**src/hdl/kvim_pkg.sv**
```systemverilog
// shared types, constants and register indexes for the key vibrato and intensity mapper
package kvim_pkg;

    localparam int unsigned CFG_IDX_W  = 3;
    localparam int unsigned CFG_DATA_W = 16;

    localparam logic [CFG_IDX_W-1:0] CFG_ENABLE     = 3'd0;
    localparam logic [CFG_IDX_W-1:0] CFG_VEL_THR    = 3'd1;
    localparam logic [CFG_IDX_W-1:0] CFG_PEAK_SPACE = 3'd2;
    localparam logic [CFG_IDX_W-1:0] CFG_MIN_OSC    = 3'd3;
    localparam logic [CFG_IDX_W-1:0] CFG_TIMEOUT    = 3'd4;
    localparam logic [CFG_IDX_W-1:0] CFG_RATE       = 3'd5;
    localparam logic [CFG_IDX_W-1:0] CFG_AT_SCALE   = 3'd6;

    localparam logic signed [15:0] FULL_PRESS = 16'sd4096;
    localparam logic [12:0]        FULL_INTEN = 13'd4096;
    localparam logic [15:0]        BRIGHT_MAX = 16'hFFFF;
    localparam logic [23:0]        HARM_MAX   = 24'hFFFFFF;
    localparam logic [7:0]         PEAK_MAX   = 8'd255;

    typedef enum logic [1:0] {
        CLS_OTHER    = 2'd0,
        CLS_PARTIAL  = 2'd1,
        CLS_RELEASED = 2'd2
    } t_class;

    typedef enum logic [1:0] {
        EV_NONE = 2'd0,
        EV_ON   = 2'd1,
        EV_OFF  = 2'd2
    } t_event;

    typedef struct packed {
        logic        enable;
        logic [14:0] vel_thr;
        logic [15:0] peak_space;
        logic [7:0]  min_osc;
        logic [15:0] timeout;
        logic [15:0] rate;
        logic [15:0] at_scale;
    } t_cfg;

    typedef struct packed {
        logic [31:0]        tick;
        logic               svalid;
        logic signed [15:0] pos;
        logic               vvalid;
        logic signed [15:0] vel;
        logic [1:0]         cls;
    } t_sample;

    typedef struct packed {
        logic [23:0] harm;
        logic        active;
    } t_vib_res;

endpackage

```
**src/hdl/key_vibrato_and_intensity_mapper.sv**
```systemverilog
// top level of the key vibrato and intensity mapper
// Takes one key sample per item and gives one result item for each, one item per clock
// cycle sustained while the output is not stalled. An item lands in an input register,
// is evaluated there combinationally against the per-key state (vibrato peak tracker,
// note flag, previous outputs), and its result is held in an output register. o_out_valid
// rises once the item has moved from the input register into the output register. While
// enabled, the per-key state is updated in the same cycle that the item moves into the
// output register, which is what lets the next item follow directly. Input stall rises
// only while both the input and output registers hold items and the output is stalled.
module key_vibrato_and_intensity_mapper
    import kvim_pkg::*;
(
    input  logic                  i_clk,
    input  logic                  i_rst_n,

    input  logic                  i_cfg_wr_en,
    input  logic [CFG_IDX_W-1:0]  i_cfg_idx,
    input  logic [CFG_DATA_W-1:0] i_cfg_data,

    input  logic                  i_in_valid,
    output logic                  o_in_stall,
    input  logic [31:0]           i_tick_time,
    input  logic                  i_sample_valid,
    input  logic signed [15:0]    i_key_position,
    input  logic                  i_velocity_valid,
    input  logic signed [15:0]    i_filtered_velocity,
    input  logic [1:0]            i_tracker_class,

    output logic                  o_out_valid,
    input  logic                  i_out_stall,
    output logic [12:0]           o_intensity,
    output logic [15:0]           o_brightness,
    output logic [23:0]           o_harmonic,
    output logic                  o_vibrato_on,
    output logic [1:0]            o_note_event,
    output logic [2:0]            o_changed_mask
);

    t_cfg    r_cfg;
    t_sample r_smp;
    logic    r_in_vld;
    logic    r_out_vld;

    logic        r_note, n_note;
    logic        r_prev_known;
    logic [12:0] r_prev_inten;
    logic [15:0] r_prev_bright;
    logic [23:0] r_prev_harm;

    logic [12:0] r_intensity, n_intensity;
    logic [15:0] r_brightness, n_brightness;
    logic [23:0] r_harmonic, n_harmonic;
    logic        r_vib_on, n_vib_on;
    logic [1:0]  r_event, n_event;
    logic [2:0]  r_mask, n_mask;

    logic        w_out_free;
    logic        w_adv;
    logic        w_accept;
    logic        w_state_en;
    logic [12:0] w_inten;
    logic [15:0] w_bright;
    t_vib_res    w_vib;

    assign w_out_free = !r_out_vld || !i_out_stall;
    assign w_adv      = r_in_vld && w_out_free;
    assign o_in_stall = r_in_vld && !w_out_free;
    assign w_accept   = i_in_valid && !o_in_stall;
    assign w_state_en = w_adv && r_cfg.enable;

    // configuration registers
    always_ff @(posedge i_clk) begin
        if (!i_rst_n) begin
            r_cfg.enable     <= 1'b1;
            r_cfg.vel_thr    <= 15'd1024;
            r_cfg.peak_space <= 16'd50;
            r_cfg.min_osc    <= 8'd4;
            r_cfg.timeout    <= 16'd400;
            r_cfg.rate       <= 16'd64;
            r_cfg.at_scale   <= 16'd4096;
        end else if (i_cfg_wr_en) begin
            case (i_cfg_idx)
                CFG_ENABLE:     r_cfg.enable     <= i_cfg_data[0];
                CFG_VEL_THR:    r_cfg.vel_thr    <= i_cfg_data[14:0];
                CFG_PEAK_SPACE: r_cfg.peak_space <= i_cfg_data;
                CFG_MIN_OSC:    r_cfg.min_osc    <= i_cfg_data[7:0];
                CFG_TIMEOUT:    r_cfg.timeout    <= i_cfg_data;
                CFG_RATE:       r_cfg.rate       <= i_cfg_data;
                CFG_AT_SCALE:   r_cfg.at_scale   <= i_cfg_data;
                default: begin
                end
            endcase
        end
    end

    // input register
    always_ff @(posedge i_clk) begin
        if (!i_rst_n) begin
            r_in_vld <= 1'b0;
        end else if (w_accept) begin
            r_in_vld <= 1'b1;
        end else if (w_adv) begin
            r_in_vld <= 1'b0;
        end
    end

    always_ff @(posedge i_clk) begin
        if (w_accept) begin
            r_smp.tick   <= i_tick_time;
            r_smp.svalid <= i_sample_valid;
            r_smp.pos    <= i_key_position;
            r_smp.vvalid <= i_velocity_valid;
            r_smp.vel    <= i_filtered_velocity;
            r_smp.cls    <= i_tracker_class;
        end
    end

    kvim_press u_press (
        .i_smp        (r_smp),
        .i_at_scale   (r_cfg.at_scale),
        .o_intensity  (w_inten),
        .o_brightness (w_bright)
    );

    kvim_vibrato u_vibrato (
        .i_clk       (i_clk),
        .i_rst_n     (i_rst_n),
        .i_update    (w_state_en),
        .i_smp       (r_smp),
        .i_cfg       (r_cfg),
        .i_prev_harm (r_prev_harm),
        .o_res       (w_vib)
    );

    // note events and change mask
    always_comb begin
        n_note  = r_note;
        n_event = EV_NONE;
        if (r_smp.svalid && (r_smp.cls == CLS_RELEASED)) begin
            if (r_note) begin
                n_event = EV_OFF;
            end
            n_note = 1'b0;
        end
        if (!n_note && (w_inten != '0)) begin
            n_event = EV_ON;
            n_note  = 1'b1;
        end

        if (!r_prev_known) begin
            n_mask = 3'b111;
        end else begin
            n_mask = {w_vib.harm != r_prev_harm, w_bright != r_prev_bright,
                      w_inten != r_prev_inten};
        end

        n_intensity  = w_inten;
        n_brightness = w_bright;
        n_harmonic   = w_vib.harm;
        n_vib_on     = w_vib.active;

        if (!r_cfg.enable) begin
            n_intensity  = '0;
            n_brightness = '0;
            n_harmonic   = '0;
            n_vib_on     = 1'b0;
            n_event      = EV_NONE;
            n_mask       = '0;
        end
    end

    always_ff @(posedge i_clk) begin
        if (!i_rst_n) begin
            r_note        <= 1'b0;
            r_prev_known  <= 1'b0;
            r_prev_inten  <= '0;
            r_prev_bright <= '0;
            r_prev_harm   <= '0;
        end else if (w_state_en) begin
            r_note        <= n_note;
            r_prev_known  <= 1'b1;
            r_prev_inten  <= w_inten;
            r_prev_bright <= w_bright;
            r_prev_harm   <= w_vib.harm;
        end
    end

    // output register
    always_ff @(posedge i_clk) begin
        if (!i_rst_n) begin
            r_out_vld <= 1'b0;
        end else if (w_out_free) begin
            r_out_vld <= r_in_vld;
        end
    end

    always_ff @(posedge i_clk) begin
        if (w_adv) begin
            r_intensity  <= n_intensity;
            r_brightness <= n_brightness;
            r_harmonic   <= n_harmonic;
            r_vib_on     <= n_vib_on;
            r_event      <= n_event;
            r_mask       <= n_mask;
        end
    end

    assign o_out_valid    = r_out_vld;
    assign o_intensity    = r_intensity;
    assign o_brightness   = r_brightness;
    assign o_harmonic     = r_harmonic;
    assign o_vibrato_on   = r_vib_on;
    assign o_note_event   = r_event;
    assign o_changed_mask = r_mask;

    a_off_no_press: assert property (@(posedge i_clk) disable iff (!i_rst_n)
        (o_out_valid && (o_note_event == EV_OFF)) |-> (o_intensity == '0))
        else $error("note off with nonzero intensity");

    a_on_press: assert property (@(posedge i_clk) disable iff (!i_rst_n)
        (o_out_valid && (o_note_event == EV_ON)) |-> (o_intensity != '0))
        else $error("note on with zero intensity");

    a_bright_full: assert property (@(posedge i_clk) disable iff (!i_rst_n)
        (o_out_valid && (o_brightness != '0)) |-> (o_intensity == FULL_INTEN))
        else $error("brightness without full press");

    a_stall_holds: assert property (@(posedge i_clk) disable iff (!i_rst_n)
        (r_in_vld && r_out_vld && i_out_stall) |=> r_in_vld)
        else $error("pending item dropped while output stalled");

endmodule

```
**src/hdl/kvim_press.sv**
```systemverilog
// intensity and aftertouch brightness from the key position
module kvim_press
    import kvim_pkg::*;
(
    input  t_sample     i_smp,
    input  logic [15:0] i_at_scale,
    output logic [12:0] o_intensity,
    output logic [15:0] o_brightness
);

    logic [14:0] w_diff;
    logic [30:0] w_prod;
    logic [18:0] w_shr;
    logic        w_active;

    assign w_active = i_smp.svalid && (i_smp.cls != CLS_RELEASED);
    assign w_diff   = 15'(i_smp.pos - FULL_PRESS);
    assign w_prod   = {16'b0, w_diff} * {15'b0, i_at_scale};
    assign w_shr    = w_prod[30:12];

    always_comb begin
        o_intensity  = '0;
        o_brightness = '0;
        if (w_active) begin
            if (i_smp.pos > FULL_PRESS) begin
                o_intensity  = FULL_INTEN;
                o_brightness = (|w_shr[18:16]) ? BRIGHT_MAX : w_shr[15:0];
            end else if (!i_smp.pos[15]) begin
                o_intensity = i_smp.pos[12:0];
            end
        end
    end

endmodule

```
**src/hdl/kvim_vibrato.sv**
```systemverilog
// vibrato peak tracking state and harmonic accumulation
module kvim_vibrato
    import kvim_pkg::*;
(
    input  logic        i_clk,
    input  logic        i_rst_n,
    input  logic        i_update,
    input  t_sample     i_smp,
    input  t_cfg        i_cfg,
    input  logic [23:0] i_prev_harm,
    output t_vib_res    o_res
);

    logic [7:0]  r_cnt, n_cnt;
    logic [31:0] r_lpt, n_lpt;
    logic        r_known, n_known;
    logic        r_act, n_act;

    logic [31:0]        w_lpt0;
    logic [31:0]        w_since;
    logic [31:0]        w_idle;
    logic               w_peak;
    logic [7:0]         w_cnt1;
    logic [31:0]        w_lpt1;
    logic               w_act1;
    logic signed [15:0] w_thr;
    logic signed [15:0] w_nthr;
    logic [15:0]        w_mag;
    logic [31:0]        w_prod;
    logic [24:0]        w_sum;
    logic [23:0]        w_harm;

    assign w_lpt0  = r_known ? r_lpt : i_smp.tick;
    assign w_since = i_smp.tick - w_lpt0;
    assign w_thr   = $signed({1'b0, i_cfg.vel_thr});
    assign w_nthr  = -w_thr;

    always_comb begin
        w_peak = 1'b0;
        if (i_smp.vvalid && (w_since > {16'b0, i_cfg.peak_space})) begin
            if (!r_cnt[0]) begin
                w_peak = i_smp.vel > w_thr;
            end else begin
                w_peak = i_smp.vel < w_nthr;
            end
        end
    end

    assign w_cnt1 = (w_peak && (r_cnt != PEAK_MAX)) ? r_cnt + 8'd1 : r_cnt;
    assign w_lpt1 = w_peak ? i_smp.tick : w_lpt0;
    assign w_act1 = r_act || (w_cnt1 >= i_cfg.min_osc);
    assign w_idle = i_smp.tick - w_lpt1;

    assign w_mag  = !i_smp.vvalid ? 16'd0 :
                    (i_smp.vel[15] ? 16'(-i_smp.vel) : i_smp.vel);
    assign w_prod = {16'b0, w_mag} * {16'b0, i_cfg.rate};
    assign w_sum  = {1'b0, i_prev_harm} + {5'b0, w_prod[31:12]};
    assign w_harm = w_sum[24] ? HARM_MAX : w_sum[23:0];

    always_comb begin
        n_cnt      = r_cnt;
        n_lpt      = r_lpt;
        n_known    = r_known;
        n_act      = r_act;
        o_res.harm = '0;
        if (i_smp.svalid) begin
            if (i_smp.cls == CLS_PARTIAL) begin
                n_cnt   = w_cnt1;
                n_lpt   = w_lpt1;
                n_known = 1'b1;
                n_act   = w_act1;
                if (w_act1) begin
                    o_res.harm = w_harm;
                    if (w_idle > {16'b0, i_cfg.timeout}) begin
                        n_act = 1'b0;
                        n_cnt = '0;
                        n_lpt = i_smp.tick;
                    end
                end
            end else begin
                n_act   = 1'b0;
                n_cnt   = '0;
                n_lpt   = i_smp.tick;
                n_known = 1'b1;
            end
        end
        o_res.active = i_smp.svalid && n_act;
    end

    always_ff @(posedge i_clk) begin
        if (!i_rst_n) begin
            r_cnt   <= '0;
            r_lpt   <= '0;
            r_known <= 1'b0;
            r_act   <= 1'b0;
        end else if (i_update) begin
            r_cnt   <= n_cnt;
            r_lpt   <= n_lpt;
            r_known <= n_known;
            r_act   <= n_act;
        end
    end

endmodule
```
**config.mk**
```make
export PLATFORM = sky130hd
export DESIGN_NAME = key_vibrato_and_intensity_mapper
export DESIGN_NICKNAME = d
export VERILOG_FILES = /design/src/hdl/kvim_pkg.sv /design/src/hdl/key_vibrato_and_intensity_mapper.sv /design/src/hdl/kvim_press.sv /design/src/hdl/kvim_vibrato.sv
export SDC_FILE = /design/constraint.sdc
export NUM_CORES = 2
export LEC_CHECK = 0
export ABC_AREA = 1
export BUFFER_PORTS_ARGS = -buffer_cell sky130_fd_sc_hd__buf_2
export CAP_MARGIN = 20
export CORE_MARGIN = 2
export CORE_UTILIZATION = 45
export CTS_BUF_LIST = sky130_fd_sc_hd__clkbuf_8
export CTS_CLUSTER_DIAMETER = 200
export DETAILED_ROUTE_END_ITERATION = 10
export PLACE_DENSITY_LB_ADDON = 0.3
export SLEW_MARGIN = 20
export SYNTH_ARGS = -nofsm -noshare
export SYNTH_HDL_FRONTEND = slang
export SYNTH_SLANG_ARGS = --single-unit
```
**constraint.sdc**
```tcl
create_clock -name i_clk -period 15 [get_ports i_clk]
set_input_delay 3 -clock i_clk [delete_from_list [all_inputs] [get_ports i_clk]]
set_output_delay 3 -clock i_clk [all_outputs]
set_load 0.03 [all_outputs]
```
==> run_results.csv <==
group,metric,value,unit
status,status,"finished clean",
synthesis,synth_nets,5889,
cells_and_area,final_cell_mix,"nand2_1, inv_1, nor2_1, fa_1, ha_1",
clock_tree,clk_pin_slew_worst_paths,60,ps
synthesis,synthArstFlopShare,0,%
placed_design,dp_hpwl,87.5,mm
die,io_pins,153,
sta,slew_headroom,28.7,%
global_route,grt_pass1_wl,175,mm
route,routed_wl,110,mm
route,viasPerCell,5.27,
sta,tightest_slew,1070,ps
critical_path,endpoint,"o_changed_mask[2]",
placed_design,place_ws,4670,ps
critical_path,timing.rr.start,"r_smp[4]",
cells_and_area,layout_commonest_cell,"nand2_1",
synthesis,yosys.area.top_type,"fa_1",
critical_path,cp_data_arrival_time,10940,ps
synthesis,synth.avg_cell_area,7.32,sq um
sta,timing.final.crit_share,69.8,%
critical_path,startpoint_type,"register",
sta,rsz0062_at_grt,"false",
global_route,antenna_found_initial,4,
clock_tree,htreeDepth,2,
critical_path,cp.required,15460,ps
cells_and_area,fin_area,40100,sq um
synthesis,yosysSeqAreaShare,20.4,%
die,dieWidth,291,microns
placed_design,io_buffers,152,
sta,finalHoldViolCount,0,
cells_and_area,syn2layout_area_growth,7.93,%
power,peakVddDrop,70.9,uV
clock_tree,clockRootBuffer,"clkbuf_8",
sta,final-setup-viol-count,0,
clock_tree,clock-sinks,314,
die,core-area,81800,sq um
critical_path,critPathSlowestCell,"fa_1",
critical_path,reg2reg_depth,51,
die,initial_core_util,45.4,%
critical_path,setup.worst_path.start,"r_smp[4]",
synthesis,syn_area,37100,sq um
sta,worst_slack,4530,ps
run,drv_cap,0,
synthesis,synthCells,5069,
sta,tns,0,ps
critical_path,critPathMaxFanout,12,
sta,fmax,95.5,MHz
route,wl_per_cell,17.6,microns
placed_design,place_congestion,0.993,
clock_tree,cts_tree,"built",
placed_design,placed_area,38700,sq um
global_route,grt_pass1_vias,32200,
route,drt_iter0_drc,2520,
placed_design,dp.cells,6147,
route,via_count,33000,
global_route,grt-ovfl-total,0,
clock_tree,clkLatencyLatePin,740,ps
clock_tree,max-clock-path-buffers,3,
critical_path,critPathMaxStageDelay,510,ps
synthesis,synth_warnings,0,
cells_and_area,fillers,8164,
power,p_leak,21.0,nW
synthesis,synth_edf_count,127,
min_path,hold_path.class,"register to register",
global_route,track_usage,26.0,%
synthesis,yosysUniqueCellTypes,54,
clock_tree,postCtsHoldBufs,0,
cells_and_area,layout-drive-gt1-share,5.78,%
critical_path,r2r_end,"o_changed_mask[2]",
cells_and_area,fin_nets,5960,
clock_tree,cts_setup_buffers,0,
die,chipHeight,291,microns
power,totalPowerFinal,0.00320,W
synthesis,synth.area.top_cells,"fa_1, nand2_1, ha_1, edfxtp_1, dfxtp_1",
cells_and_area,fin_cells,6266,
sta,period_minus_slack,10470,ps
route,postRouteAntennaNets,0,
clock_tree,cts_resized,0,
global_route,grt_max_degree,113,
critical_path,r2r_slack,4530,ps
clock_tree,cts_buffers,61,
sta,drv_slew,0,
route,dr.pass1.iters,6,
critical_path,cp_common_cell,"nand2_1",
power,powerDensity,79.9,nW/um^2
synthesis,ys.flop_type,"dfxtp_1",
route,drc,0,
synthesis,yosys_register_bits,314,
sta,skew,82.8,ps
die,core.rowCount,105,
critical_path,worst-setup-path-type,"register to register",
critical_path,cp-end-kind,"register",
die,dieArea,84800,sq um
synthesis,synth_top_cell_area_share,20.2,%
==> worst min path at each step <==
| stage | slack, ps | endpoint | start | cells after the start |
|---|---|---|---|---|
| floorplan | 440 | r_cfg[33] | r_cfg[33] | 2 |
| global placement | 450 | u_vibrato.r_lpt[10] | u_vibrato.r_lpt[10] | 2 |
| detailed placement | 450 | r_cfg[35] | r_cfg[35] | 2 |
| CTS | 460 | r_cfg[35] | r_cfg[35] | 2 |
| global route | 480 | u_vibrato.r_lpt[9] | u_vibrato.r_lpt[9] | 2 |
| finish | 460 | r_cfg[35] | r_cfg[35] | 2 |
==> where the power goes <==
group | internal, W | switching, W | leakage [nW]
clock network | 0.000523 | 0.000433 | 0.745
registers | 0.000935 | 0.0000623 | 2.77
logic | 0.000432 | 0.000815 | 17.5
==> layer usage <==
| layer | vias up | part of all wire, % | GRT usage, % |
|---|---|---|---|
| met1 | 15700 | 45 | 36.0 |
| met5 | - | 0.012 | 0 |
| li1 | 16000 | - | - |
| met4 | 2 | 3.4 | 8.81 |
| met2 | 1148 | 44 | 41.0 |
| met3 | 180 | 7.6 | 4.48 |
==> worst max-delay path, delay by kind of cell, from the launching register on <==
kind,cells,cell delay [ps]
compound gates,6,1240
flops,1,470
buf+inv,11,1390
simple gates,24,3240
xor+xnor,2,280
fa+ha+maj,8,3630
==> flip-flops by register name (all words and copies together), names as in the netlist <==
register           cells
r_prev_bright         16
r_prev_harm           24
r_note                 1
u_vibrato.r_lpt       32
o_changed_mask         3
u_vibrato.r_known      1
u_vibrato.r_act        1
r_smp                 68
u_vibrato.r_cnt        8
o_brightness          16
r_cfg                 88
o_vibrato_on           1
o_out_valid            1
r_prev_inten          13
r_in_vld               1
o_harmonic            24
o_note_event           2
o_intensity           13
r_prev_known           1
==> cell type report <==
cell class / count / area (sq um) / share of cell area, %
multi-input combinational: 3610 / 25200 / 63.0
sequential: 314 / 7560 / 18.9
inverter: 988 / 3710 / 9.26
tap: 1070 / 1340 / 3.34
clock buffer: 67 / 922 / 2.30
timing repair buffer: 165 / 861 / 2.15
clock inverter: 48 / 417 / 1.04
antenna: 4 / 10.0 / 0.0250
==> cell usage after synthesis, drive strengths merged, types with 3 or more instances <==
cell and n:
a211oi 3, a21boi 5, a21o 18, a21oi 320, a31oi 26, and2 3
buf 28, clkbuf 129, clkinv 10, dfxtp 187, edfxtp 127, fa 375
ha 353, inv 978, mux2i 15, nand2 1265, nand3 198, nand3b 32
nand4 46, nor2 439, nor3 36, nor4 11, o2111ai 3, o211ai 14
o21a 10, o21ai 278, o21bai 8, or2 16, xnor2 33, xor2 87
==> stage by stage <==
| step | hold WS [ps] | util (%) |
|---|---|---|
| after global routing | 481 | 48.9 |
| after global placement | 452 | 47.3 |
| final | 460 | 48.9 |
| after CTS | 463 | 48.9 |
| after detailed placement | 454 | 47.3 |
| after floorplan | 435 | - |
==> logic make-up after synthesis <==
| kind of cell | after synthesis | share of synthesized area [%] |
|---|---|---|
| muxes | 15 | 0.404 |
| xor gates and xnor gates | 120 | 2.83 |
| buffers and inverters | 1145 | 11.7 |
| DFF | 314 | 20.4 |
| and+or+nand+nor | 2050 | 22.6 |
| AOI/OAI and AO/OA | 697 | 10.0 |
| adders and majority gates | 728 | 32.1 |
Power figures use the tool's default switching activity.
